<file path="config.mk">
export PLATFORM = sky130hd
export DESIGN_NAME = max_priority_queue_scan
export DESIGN_NICKNAME = d
export VERILOG_FILES = /design/src/design/mpq_pkg.sv /design/src/design/mpq_ram.sv /design/src/design/mpq_max.sv /design/src/design/max_priority_queue_scan.sv
export SDC_FILE = /design/constraint.sdc
export NUM_CORES = 1
export LEC_CHECK = 0
export CAP_MARGIN = 30
export CORE_MARGIN = 5
export CORE_UTILIZATION = 50
export CTS_CLUSTER_DIAMETER = 60
export DETAILED_ROUTE_END_ITERATION = 10
export DONT_BUFFER_PORTS = 1
export MAX_ROUTING_LAYER = met4
export SLEW_MARGIN = 20
export SYNTH_ARGS = -nofsm -noshare
export SYNTH_HDL_FRONTEND = slang
export SYNTH_HIERARCHICAL = 1
export SYNTH_SLANG_ARGS = --single-unit
</file>
<file path="constraint.sdc">
create_clock -name i_clk -period 13.7 [get_ports i_clk]
set_input_delay 1.37 -clock i_clk [delete_from_list [all_inputs] [get_ports i_clk]]
set_output_delay 1.37 -clock i_clk [all_outputs]
set_load 0.005 [all_outputs]
</file>
<file path="src/design/mpq_pkg.sv">
// ----------------------------------------------------------------------------
// mpq_pkg
// Operation and status codes shared by the priority queue modules.
// ----------------------------------------------------------------------------
package mpq_pkg;

    localparam int unsigned VAL_W = 32;

    typedef enum logic [1:0] {
        OP_ENQ  = 2'd0,
        OP_DEQ  = 2'd1,
        OP_VIEW = 2'd2,
        OP_NONE = 2'd3
    } t_op;

    typedef enum logic [2:0] {
        ST_ADDED   = 3'd0,
        ST_REMOVED = 3'd1,
        ST_EMPTY   = 3'd2,
        ST_FULL    = 3'd3,
        ST_VIEW    = 3'd4
    } t_status;

endpackage

</file>
<file path="src/design/mpq_ram.sv">
// ----------------------------------------------------------------------------
// mpq_ram
// Generic single-write, single-read RAM with registered read data.
// ----------------------------------------------------------------------------
module mpq_ram #(
    parameter int unsigned WIDTH = 32,
    parameter int unsigned DEPTH = 16
) (
    input  logic                     i_clk,
    input  logic                     i_we,
    input  logic [$clog2(DEPTH)-1:0] i_waddr,
    input  logic [WIDTH-1:0]         i_wdata,
    input  logic                     i_re,
    input  logic [$clog2(DEPTH)-1:0] i_raddr,
    output logic [WIDTH-1:0]         o_rdata
);

    logic [WIDTH-1:0] r_mem [DEPTH];
    logic [WIDTH-1:0] r_rdata;

    always_ff @(posedge i_clk) begin
        if (i_we) begin
            r_mem[i_waddr] <= i_wdata;
        end
        // read data holds while no read is issued
        if (i_re) begin
            r_rdata <= r_mem[i_raddr];
        end
    end

    assign o_rdata = r_rdata;

endmodule

</file>
<file path="src/design/mpq_max.sv">
// ----------------------------------------------------------------------------
// mpq_max
// Shared running-maximum unit: one signed compare per enabled cycle, keeps the
// largest value seen and the slot it came from.
// ----------------------------------------------------------------------------
module mpq_max #(
    parameter int unsigned AW = 4
) (
    input  logic                        i_clk,
    input  logic                        i_en,
    input  logic                        i_first,
    input  logic [mpq_pkg::VAL_W-1:0]   i_data,
    input  logic [AW-1:0]               i_idx,
    output logic [mpq_pkg::VAL_W-1:0]   o_best,
    output logic [AW-1:0]               o_best_idx
);

    logic [mpq_pkg::VAL_W-1:0] r_best;
    logic [AW-1:0]             r_best_idx;
    logic                      w_take;

    // strict greater keeps the earliest of equal maxima
    assign w_take = i_first || ($signed(i_data) > $signed(r_best));

    always_ff @(posedge i_clk) begin
        if (i_en && w_take) begin
            r_best     <= i_data;
            r_best_idx <= i_idx;
        end
    end

    assign o_best     = r_best;
    assign o_best_idx = r_best_idx;

endmodule

</file>
<file path="src/design/max_priority_queue_scan.sv">
// ----------------------------------------------------------------------------
// max_priority_queue_scan
// Bounded max-priority queue kept as an unsorted list in a RAM.
//
// Input stream: s_axis_tuser carries the operation (enqueue, dequeue largest,
// view all), s_axis_tdata the value to enqueue. One operation is taken at a
// time; s_axis_tready is high only while the sequencer is idle.
// Output stream: m_axis_tuser carries the status, m_axis_tdata the value,
// m_axis_tlast marks the final result of an operation. View gives one result
// per stored entry, oldest first, or one empty result on an empty queue;
// enqueue and dequeue give one result each, and a no-op gives none.
// Dequeue is bound by the single RAM read port: one entry is read per
// cycle, first for the maximum scan, then to close the gap.
// A 1-entry output register decouples the sides; a stalled receiver holds
// the sequencer in its emit step without losing state.
// Reset empties the queue; RAM contents are left as they are.
// ----------------------------------------------------------------------------
module max_priority_queue_scan #(
    parameter int unsigned DEPTH = 16
) (
    input  logic        i_clk,
    input  logic        i_rst_n,
    input  logic        s_axis_tvalid,
    output logic        s_axis_tready,
    input  logic [31:0] s_axis_tdata,   // [31:0] value
    input  logic [1:0]  s_axis_tuser,   // [1:0] func
    output logic        m_axis_tvalid,
    input  logic        m_axis_tready,
    output logic [31:0] m_axis_tdata,   // [31:0] value_res
    output logic [2:0]  m_axis_tuser,   // [2:0] status
    output logic        m_axis_tlast
);

    localparam int unsigned AW = $clog2(DEPTH);
    localparam int unsigned CW = $clog2(DEPTH + 1);

    typedef enum logic [3:0] {
        S_IDLE,
        S_ENQ,
        S_EMPTY,
        S_SCAN,
        S_SDRAIN,
        S_SSET,
        S_SHIFT,
        S_DEQOUT,
        S_VRD,
        S_VOUT
    } t_state;

    t_state                    r_state;
    logic [CW-1:0]             r_count;
    logic [CW-1:0]             r_idx;
    logic [mpq_pkg::VAL_W-1:0] r_val;
    logic                      r_wr_pend;
    logic [AW-1:0]             r_wr_addr;
    logic                      r_cmp_vld;
    logic                      r_cmp_first;
    logic [AW-1:0]             r_cmp_idx;

    logic                      r_ovalid;
    mpq_pkg::t_status          r_ostatus;
    logic [mpq_pkg::VAL_W-1:0] r_oval;
    logic                      r_olast;

    logic                      w_out_free;
    logic                      w_emit;
    logic                      w_full;
    logic                      w_we;
    logic [AW-1:0]             w_waddr;
    logic [mpq_pkg::VAL_W-1:0] w_wdata;
    logic                      w_re;
    logic [mpq_pkg::VAL_W-1:0] w_rdata;
    logic [mpq_pkg::VAL_W-1:0] w_best;
    logic [AW-1:0]             w_best_idx;
    logic                      w_view_last;

    assign w_out_free  = !r_ovalid || m_axis_tready;
    assign w_full      = (r_count == CW'(DEPTH));
    assign w_view_last = (r_idx == r_count - CW'(1));
    // a new result is loaded into the output register this cycle
    assign w_emit      = w_out_free && ((r_state == S_ENQ) || (r_state == S_EMPTY) ||
                                        (r_state == S_DEQOUT) || (r_state == S_VOUT));

    always_comb begin
        w_we    = r_wr_pend;
        w_waddr = r_wr_addr;
        w_wdata = w_rdata;
        w_re    = 1'b0;
        unique case (r_state)
            S_ENQ: begin
                if (w_out_free && !w_full) begin
                    w_we    = 1'b1;
                    w_waddr = r_count[AW-1:0];
                    w_wdata = r_val;
                end
            end
            S_SCAN:  w_re = 1'b1;
            S_SHIFT: w_re = (r_idx < r_count);
            S_VRD:   w_re = 1'b1;
            default: w_re = 1'b0;
        endcase
    end

    mpq_ram #(
        .WIDTH (mpq_pkg::VAL_W),
        .DEPTH (DEPTH)
    ) u_ram (
        .i_clk   (i_clk),
        .i_we    (w_we),
        .i_waddr (w_waddr),
        .i_wdata (w_wdata),
        .i_re    (w_re),
        .i_raddr (r_idx[AW-1:0]),
        .o_rdata (w_rdata)
    );

    mpq_max #(
        .AW (AW)
    ) u_max (
        .i_clk      (i_clk),
        .i_en       (r_cmp_vld),
        .i_first    (r_cmp_first),
        .i_data     (w_rdata),
        .i_idx      (r_cmp_idx),
        .o_best     (w_best),
        .o_best_idx (w_best_idx)
    );

    always_ff @(posedge i_clk) begin
        if (!i_rst_n) begin
            r_state   <= S_IDLE;
            r_count   <= '0;
            r_ovalid  <= 1'b0;
            r_wr_pend <= 1'b0;
            r_cmp_vld <= 1'b0;
        end else begin
            if (m_axis_tready && !w_emit) begin
                r_ovalid <= 1'b0;
            end
            r_wr_pend <= (r_state == S_SHIFT) && (r_idx < r_count);
            r_cmp_vld <= (r_state == S_SCAN);

            unique case (r_state)
                S_IDLE: begin
                    if (s_axis_tvalid) begin
                        r_val <= s_axis_tdata;
                        r_idx <= '0;
                        unique case (mpq_pkg::t_op'(s_axis_tuser))
                            mpq_pkg::OP_ENQ:  r_state <= S_ENQ;
                            mpq_pkg::OP_DEQ:  r_state <= (r_count == '0) ? S_EMPTY : S_SCAN;
                            mpq_pkg::OP_VIEW: r_state <= (r_count == '0) ? S_EMPTY : S_VRD;
                            mpq_pkg::OP_NONE: r_state <= S_IDLE;
                        endcase
                    end
                end
                S_ENQ: begin
                    if (w_out_free) begin
                        r_ovalid  <= 1'b1;
                        r_ostatus <= w_full ? mpq_pkg::ST_FULL : mpq_pkg::ST_ADDED;
                        r_oval    <= r_val;
                        r_olast   <= 1'b1;
                        if (!w_full) begin
                            r_count <= r_count + CW'(1);
                        end
                        r_state <= S_IDLE;
                    end
                end
                S_EMPTY: begin
                    if (w_out_free) begin
                        r_ovalid  <= 1'b1;
                        r_ostatus <= mpq_pkg::ST_EMPTY;
                        r_oval    <= '0;
                        r_olast   <= 1'b1;
                        r_state   <= S_IDLE;
                    end
                end
                S_SCAN: begin
                    // read issued now, compared next cycle
                    r_cmp_first <= (r_idx == '0);
                    r_cmp_idx   <= r_idx[AW-1:0];
                    r_idx       <= r_idx + CW'(1);
                    if (r_idx == r_count - CW'(1)) begin
                        r_state <= S_SDRAIN;
                    end
                end
                S_SDRAIN: r_state <= S_SSET;
                S_SSET: begin
                    r_idx   <= CW'(w_best_idx) + CW'(1);
                    r_state <= S_SHIFT;
                end
                S_SHIFT: begin
                    // read slot idx, write it to idx-1 in the next cycle
                    if (r_idx < r_count) begin
                        r_wr_addr <= r_idx[AW-1:0] - AW'(1);
                        r_idx     <= r_idx + CW'(1);
                    end else begin
                        r_state <= S_DEQOUT;
                    end
                end
                S_DEQOUT: begin
                    if (w_out_free) begin
                        r_ovalid  <= 1'b1;
                        r_ostatus <= mpq_pkg::ST_REMOVED;
                        r_oval    <= w_best;
                        r_olast   <= 1'b1;
                        r_count   <= r_count - CW'(1);
                        r_state   <= S_IDLE;
                    end
                end
                S_VRD: r_state <= S_VOUT;
                S_VOUT: begin
                    if (w_out_free) begin
                        r_ovalid  <= 1'b1;
                        r_ostatus <= mpq_pkg::ST_VIEW;
                        r_oval    <= w_rdata;
                        r_olast   <= w_view_last;
                        r_idx     <= r_idx + CW'(1);
                        r_state   <= w_view_last ? S_IDLE : S_VRD;
                    end
                end
                default: r_state <= S_IDLE;
            endcase
        end
    end

    assign s_axis_tready = (r_state == S_IDLE);
    assign m_axis_tvalid = r_ovalid;
    assign m_axis_tdata  = r_oval;
    assign m_axis_tuser  = r_ostatus;
    assign m_axis_tlast  = r_olast;

endmodule
</file>
==> reports/metrics.csv, run 1 <==
metric;value;unit
num_rows;85;
power_density;148;nW/um2
max-slew-margin-rel;0.379;
post-route-util;0.565;
critPathKind;flop to flop;
synth_fp_nets;1468;
arrival;4720;ps
synth_edf_count;662;
ys.flop_type;edfxtp_1;
required;13960;ps
drive_gt1_frac;0.214;
clockBufferDepth;3;
antenna_left;0;
status;finished clean;
finalCriticalPeriod;4470;ps
pin_count;76;
drc;0;
detail_route.wl_per_cell;27.8;um
synth_top_area_share;0.735;
vias;13400;
fin_nets;1512;
clock_sinks;674;
post_cts_buffers;0;
synth.largest_area_cell;edfxtp_1;
hold_violations;0;
grt_antenna_before_repair;0;
numCtsBuffers;73;
max_freq;224;MHz
viasPerCell;6.13;
core_area;53700;um2
worst_ir_drop_vdd;0.109;mV
syn_inst;1388;
tritoncts;done;
synth_cell_types;77;
syn_avg_cell_area;19.5;um2
root_buffer;clkbuf_16;
start_kind;flop;
final_cell_area;30400;um2
track_usage;0.213;
fin_worst_skew;21.4;ps
setup_ws;9230;ps
grt_max_degree;135;
routed_wl;60700;um
post_cts_resized;0;
p_leak;0.0100;uW
area_growth;12.3;%
crit_path_max_fanout;21;
die_w;243;um
final_common_cell;edfxtp_1;
ys_async_sr_fraction;0;
dp_hpwl;36800;um
initial_utilization;0.504;
setup_viol;0;
tns;0;ps
placed_area;28200;um2
grt_pass1_wl;91000;um
worstSkewPairLatency;600;ps
h-tree-depth;3;
synth.area.top_cells;edfxtp_1, mux4_2, ha_1, a22oi_1, a222oi_1;
holdBufCountCts;0;
n_fill_cell;3968;
firstDrtPassIters;7;
fin_crit_sh;0.326;
ys_seq_elements;674;
fp.dieH;243;um
gp_congestion;0.805;
final_cells;2183;
grt_pass1_vias;13800;
slew_violations;0;
placed_cells;2053;
ys_warn_count;6;
worstMarginPinSlew;932;ps
place_worst_setup_slack;8950;ps
drtIter0Drc;1461;
endpoint_kind;flop;
yosysSeqAreaShare;0.744;
rsz0062_at_grt;no;
min_path_type;flop to flop;
cap_viol_max_count;0;
grt.overflow.total;0;
syn-cell-area;27100;um2
portBuffers;0;
die_area;58900;um2
clk_pin_slew_worst_paths;60;ps
layout_common_cells;edfxtp_1, mux4_2, inv_1, clkbuf_16, a22oi_1;
## worst paths after layout
| path | to | slack (ps) | startpoint | cells after the start |
|---|---|---|---|---|
| hold reg to reg | u_max/o_best_idx[3] | 420 | r_cmp_idx[3] | 0 |
| hold / removal | u_max/o_best_idx[3] | 420 | r_cmp_idx[3] | 0 |
| setup / recovery | u_ram/r_mem[14][5] | 9230 | r_count[0] | 9 |
| setup reg to reg | u_ram/r_mem[14][5] | 9230 | r_count[0] | 9 |
## kinds of logic after synthesis
group / share of synthesized area
adder cells (fa/ha/maj): 0.0194
buffers and inverters: 0.0236
multiplexers: 0.125
XOR/XNOR: 0.00388
AND/OR/NAND/NOR: 0.0331
flip-flops: 0.744
AO/OA/AOI/OAI: 0.0516
## metal layers
layer / vias to the layer above / global-route usage / routed length [um]
li1: 5807 / - / -
met1: 7036 / 0.306 / 26900
met2: 469 / 0.324 / 29000
met3: 71 / 0.0343 / 3620
met4: 0 / 0.0633 / 1250
met5: - / - / 0
## sequential cells by signal, indices dropped and copies added (netlist names)
register,cells
u_ram/r_mem,512
m_axis_tdata,32
r_val,32
u_max/o_best,32
u_ram/o_rdata,32
r_count,5
r_idx,5
r_cmp_idx,4
r_state,4
r_wr_addr,4
u_max/o_best_idx,4
m_axis_tuser,3
m_axis_tlast,1
m_axis_tvalid,1
r_cmp_first,1
r_cmp_vld,1
r_wr_pend,1
## where the power goes
| part | internal [uW] | switching [uW] | total [uW] |
|---|---|---|---|
| Combinational | 114 | 203 | 317 |
| Sequential | 2340 | 26.9 | 2360 |
| Clock | 1040 | 783 | 1830 |
## synthesized netlist by cell type (all sizes together) (12+ instances only)
cell,count
edfxtp,662
mux4,128
clkbuf,29
mux2,37
a222oi,32
a22oi,66
a21oi,24
dfxtp,12
ha,42
o21ai,15
inv,81
nand2,53
buf,38
nor2,32
## area by class of cell
class	count	area, um2	area share
diodes	1	2.50	0.0000824
clock buffers	89	1930	0.0635
clock inverters	40	270	0.00890
inverters	81	304	0.0100
multi-input cells	566	6470	0.213
flip-flops and latches	674	20100	0.662
well taps	696	871	0.0287
repair buffers	36	408	0.0134
## per-stage QoR
step                hold WS, ps  power (uW)
CTS                         422        4550
floorplan                   400        2610
global route                430        4670
finish                      425        4510
detailed placement          409        2730
global placement            403        2720
## worst max-delay path: stages, from the launching register on
cell      delay (ps)
dfxtp_1          400
inv_1            110
ha_1             300
and4bb_1         300
nor3_1           180
and4_2           740
mux2_1           530
nand2b_1         390
nor2_4           680
buf_4            430
No activity file was read; power rests on OpenSTA's default activity.
==> inputs of run 2 (changes only) <==
--- a/config.mk
+++ b/config.mk
@@ -12,6 +12,7 @@
 export DETAILED_ROUTE_END_ITERATION = 10
 export DONT_BUFFER_PORTS = 1
 export MAX_ROUTING_LAYER = met4
+export PLACE_DENSITY = 0.68
 export SLEW_MARGIN = 20
 export SYNTH_ARGS = -nofsm -noshare
 export SYNTH_HDL_FRONTEND = slang
==> constraint.sdc (replaced) <==
create_clock -name i_clk -period 3.6 [get_ports i_clk]
set_input_delay 0.36 -clock i_clk [delete_from_list [all_inputs] [get_ports i_clk]]
set_output_delay 0.36 -clock i_clk [all_outputs]
set_load 0.005 [all_outputs]
==> run 2 against run 1 <==
  * Sequential share of layout area down 1.4 points
  * Flip-flop and latch count unchanged
  * Setup slack worse by 8900 ps
  * Total power rose to 3.8 times the previous value
  * Final area up 2.1%
  * Fmax up 36%
  * Register-to-register slack worse by 8900 ps
  * First-iteration DRC count up 1.3%
  * Utilization up 1.2 points
  * Highest routed layer unchanged
==> reports/metrics.csv, run 2 (synthesis results as in run 1) <==
metric;value;unit;change
min_path_type;input port to flop;;
die_w;243;um;unchanged
finalCriticalPeriod;3290;ps;-1180 ps
viasPerCell;6.16;;+0.43%
antenna_left;0;;unchanged
initial_utilization;0.504;;unchanged
dr_wl_met3;6190;um;+71%
power_density;559;nW/um2;+280%
area_growth;14.6;%;
n_fill_cell;3818;;-3.8%
pin_count;76;;unchanged
fp.dieH;243;um;unchanged
worstSkewPairLatency;590;ps;about the same
endpoint_kind;flop;;
tritoncts;done;;
status;finished clean;;
worstMarginPinSlew;917;ps;-14.7 ps
met2_length;26900;um;-7.2%
top_layer;met4;;
fin_nets;1566;;+3.6%
grt.overflow.total;0;;unchanged
max-slew-margin-rel;0.388;;+0.00983
fin_crit_sh;0.913;;+0.587
grt_max_degree;134;;-0.74%
grt_pass1_wl;90300;um;-0.80%
post_cts_resized;0;;unchanged
hold_violations;0;;unchanged
grt_pass1_vias;13900;;+1.1%
numCtsBuffers;72;;-1.4%
setup_viol;0;;unchanged
portBuffers;0;;unchanged
gp_congestion;0.838;;+4.1%
final_cells;2235;;+2.4%
route.layer.met1.wl;26100;um;-2.9%
required;3870;ps;-10090 ps
cap_viol_max_count;0;;unchanged
top_register;u_ram/r_mem;;
critPathKind;flop to flop;;
rsz0062_at_grt;no;;
die_area;58900;um2;unchanged
worst_ir_drop_vdd;0.333;mV;+210%
track_usage;0.210;;-0.00342
clockBufferDepth;3;;unchanged
h-tree-depth;3;;unchanged
layout_common_cells;edfxtp_1, mux4_2, inv_1, clkbuf_16, a22oi_1;;
final_common_cell;edfxtp_1;;
largest_reg_flops;512;;unchanged
drtIter0Drc;1480;;+1.3%
whs_path_depth;3;;+3
post-route-util;0.577;;+0.0119
arrival;3560;ps;-1160 ps
vias;13800;;+2.8%
core_area;53700;um2;unchanged
root_buffer;clkbuf_16;;
firstDrtPassIters;7;;unchanged
reg2regPathDepth;9;;unchanged
grt_antenna_before_repair;0;;unchanged
crit_path_max_fanout;32;;+52%
num_rows;85;;unchanged
max_freq;304;MHz;+36%
start_kind;flop;;
slew_violations;0;;unchanged
clock_sinks;674;;unchanged
placed_cells;2073;;+0.97%
fin_worst_skew;22.1;ps;+0.687 ps
p_total;17300;uW;+280%
drive_gt1_frac;0.218;;+0.00447
routed_wl;60200;um;-0.87%
dp_hpwl;38600;um;+4.9%
tns;0;ps;unchanged
p_leak;0.0103;uW;+3.0%
clk_pin_slew_worst_paths;60;ps;about the same
drc;0;;unchanged
detail_route.wl_per_cell;26.9;um;-3.2%
run 2: stage by stage:
stage               area [um2]  setup slack, ps  hold slack, ps
CTS                      31000              325            24.0
floorplan                27100             -459             400
detailed placement       28400              344             418
global placement         28300              421             401
finish                   31000              312            50.3
global route             31000              145            68.2
run 2: power breakdown:
group          total (uW)  switching (uW)  internal (uW)  leakage (uW)
registers            8990             101           8890       0.00607
clock network        7040            2910           4130       0.00110
logic                1300             826            477       0.00316
total               17300            3830          13500        0.0103
run 2: repair_timing:
action                    in CTS  in global routing
buffers inserted               0                  0
hold endpoints to repair      37                  0
hold buffers                  34                  0
run 2: path summary, 6_finish.rpt:
kind | start | endpoint | slack, ps
setup / recovery | r_count[0] | u_ram/r_mem[0][28] | 310
hold / removal | m_axis_tready | m_axis_tvalid | 50
setup reg to reg | r_count[0] | u_ram/r_mem[0][28] | 310
hold reg to reg | r_cmp_idx[0] | u_max/o_best_idx[0] | 420
run 2: final cells by class:
class	count	area (um2)	share of cell area
Timing Repair Buffer	91	966	0.0311
Multi-Input combinational cell	566	6500	0.209
Antenna cell	1	2.50	0.0000807
Tap cell	696	871	0.0281
Sequential cell	674	20100	0.649
Clock buffer	92	1990	0.0643
Inverter	81	304	0.00980
Clock inverter	34	258	0.00831
run 2: worst max-delay path, stage by stage, from the launching register on:
cell and delay (ps):
dfxtp_1 390, inv_1 110, ha_2 240, and4bb_1 260, nor3_1 160, and4_2 390
mux2_1 410, or3b_4 490, nor3_4 230, buf_12 260
run 2: per-layer routing:
layer  vias up  global-route usage
li1       5901                   -
met1      7125               0.316
met2       660               0.295
met3        75              0.0519
met4         0              0.0492
met5         -                   -
==> inputs of run 3 (changes only) <==
--- a/config.mk
+++ b/config.mk
@@ -13,6 +13,7 @@
 export DONT_BUFFER_PORTS = 1
 export MAX_ROUTING_LAYER = met4
 export PLACE_DENSITY = 0.68
+export SETUP_SLACK_MARGIN = 0.5
 export SLEW_MARGIN = 20
 export SYNTH_ARGS = -nofsm -noshare
 export SYNTH_HDL_FRONTEND = slang
==> run 3 against run 2 <==
  * Via count is 0.55% higher
  * Wire length grew 1.9%
  * Utilization down 0.29 points
  * Flip-flop and latch count unchanged
  * Global-route usage increased by 0.30 points
  * Sequential share of layout area increased by 0.35 points
  * Non-clock buffer count unchanged
  * Total power down 3.3%
  * Largest power group unchanged
==> reports/metrics.csv, run 3 (synthesis results as in run 1) <==
metric;value;unit;change
status;finished clean;;
grt_pass1_wl;91200;um;+0.95%
worst_ir_drop_vdd;0.379;mV;+14%
rsz0062_at_grt;yes;;
initial_utilization;0.504;;unchanged
clkPwrFrac;0.387;;-0.019
reg2reg_from;r_count[1];;
tritoncts;done;;
drtIter0Drc;1622;;+9.6%
setup_viol;0;;unchanged
finalCriticalPeriod;3060;ps;-232 ps
clock_sinks;674;;unchanged
p_leak;0.0102;uW;-1.1%
crit_path_max_fanout;16;;-50%
detail_route.wl_per_cell;27.5;um;+2.2%
grt.overflow.total;0;;unchanged
power.share.switching;0.227;;+0.00625
pin_count;76;;unchanged
gp_congestion;0.838;;about the same
required;3900;ps;+30 ps
slew_violations;0;;unchanged
dp_hpwl;36300;um;-5.9%
viasPerCell;6.21;;+0.86%
cap_viol_max_count;0;;unchanged
critPathKind;flop to flop;;
power_switching;3810;uW;-0.56%
grt_max_degree;134;;unchanged
h-tree-depth;3;;unchanged
layout_common_cells;edfxtp_1, mux4_2, inv_1, clkbuf_16, a22oi_1;;
fin_nets;1563;;-0.19%
max_freq;327;MHz;+7.6%
area_growth;14.0;%;
arrival;3360;ps;-200 ps
firstDrtPassIters;9;;+2
diodes;0;;-1
r2r_slack;540;ps;+230 ps
grt_antenna_before_repair;0;;unchanged
internal_power;13000;uW;-4.1%
num_rows;85;;unchanged
min_path_type;input port to flop;;
final_cell_area;30900;um2;-0.50%
tns;0;ps;unchanged
die_area;58900;um2;unchanged
hold_violations;0;;unchanged
antenna_left;0;;unchanged
fin_crit_sh;0.849;;-0.0646
fin_worst_skew;22.3;ps;+0.220 ps
grt_pass1_vias;13900;;-0.48%
worstMarginPinSlew;836;ps;-81.9 ps
routed_wl;61400;um;+1.9%
drc;0;;unchanged
core_area;53700;um2;unchanged
combPwrFrac;0.076;;about the same
numCtsBuffers;69;;-4.2%
endpoint_kind;flop;;
placed_area;28300;um2;-0.22%
crit_end;u_ram/r_mem[0][25];;
r2r_end;u_ram/r_mem[0][25];;
power_density;543;nW/um2;-2.8%
vias;13800;;+0.55%
start_kind;flop;;
top_register;u_ram/r_mem;;
drive_gt1_frac;0.223;;+0.00477
crit_start;r_count[1];;
reg2regPathDepth;10;;+1
fp.dieH;243;um;unchanged
max-slew-margin-rel;0.443;;+0.0546
largest_reg_flops;512;;unchanged
worstSkewPairLatency;610;ps;+20 ps
track_usage;0.213;;+0.00297
die_w;243;um;unchanged
root_buffer;clkbuf_16;;
portBuffers;0;;unchanged
sequentialPowerShare;0.536;;+0.017
final_common_cell;edfxtp_1;;
clockBufferDepth;3;;unchanged
clk_pin_slew_worst_paths;60;ps;about the same
==> run 3: changes by cell type in the layout (fill, tap and decap cells not counted), sizes merged <==
cell and change:
bufinv -3, diode -1, clkbuf -3, clkinv -1
inv +1, clkinvlp +1, buf -1
==> run 3: repair_timing <==
item	4_1_cts	5_1_grt
buffers inserted	3	2
hold buffers	34	0
cloned	0	2
endpoints found under the setup margin	281	337
hold endpoints to repair	38	0
gates resized for setup	6	7
pin swaps	0	3
==> run 3: power groups by stage <==
stage | Clock [uW] | Sequential [uW] | Combinational (uW)
after global placement | 0 | 9150 | 1210
final | 6490 | 8990 | 1280
after detailed placement | 0 | 9150 | 1240
after global routing | 7010 | 9000 | 1380
after CTS | 6650 | 8990 | 1280
after floorplan | 0 | 9110 | 848
==> run 3: per-stage QoR <==
stage           util  power, uW  std cells  hold WS, ps  worst slack, ps
6_report       0.574      16800       2228         63.1              544
5_1_grt        0.574      17400       2228         56.9              489
4_1_cts        0.572      16900       2223         16.5              497
3_5_place_dp   0.527      10400       2066          411              422
3_3_place_gp   0.527      10400       2066          402              488
2_1_floorplan      -       9960       1388          400              164
==> run 3: worst min-delay path by stage <==
stage | from | end | cells after the start
3_3_place_gp | r_cmp_idx[3] | u_max/o_best_idx[3] | 0
6_report | m_axis_tready | m_axis_tvalid | 3
4_1_cts | m_axis_tready | m_axis_tvalid | 3
5_1_grt | m_axis_tready | m_axis_tvalid | 3
2_1_floorplan | r_cmp_idx[0] | u_max/o_best_idx[0] | 0
3_5_place_dp | r_cmp_idx[1] | u_max/o_best_idx[1] | 0
==> run 3: cell type report <==
cell class                 count  area, um2
multi-input combinational    566       6520
fill                        3899      22900
tap                          696        871
sequential                   674      20100
clock inverter                32        235
clock buffer                  88       1800
timing repair buffer          91        998
inverter                      81        304
==> run 3: metal layers <==
| metal | vias up | global-route usage | share of wire |
|---|---|---|---|
| met1 | 7231 | 0.308 | 0.42 |
| met3 | 92 | 0.0359 | 0.076 |
| met5 | - | - | 0 |
| met4 | 0 | 0.0594 | 0.025 |
| li1 | 5904 | - | - |
| met2 | 609 | 0.320 | 0.47 |
==> run 3: critical path, stage by stage (launching register included) <==
cell and delay [ps]:
dfxtp_2 370, inv_2 70, ha_4 180, and4bb_2 270, nor3_2 170, and4_4 320
mux2_2 400, or3b_4 460, nor3_4 170, buf_12 150, buf_12 160
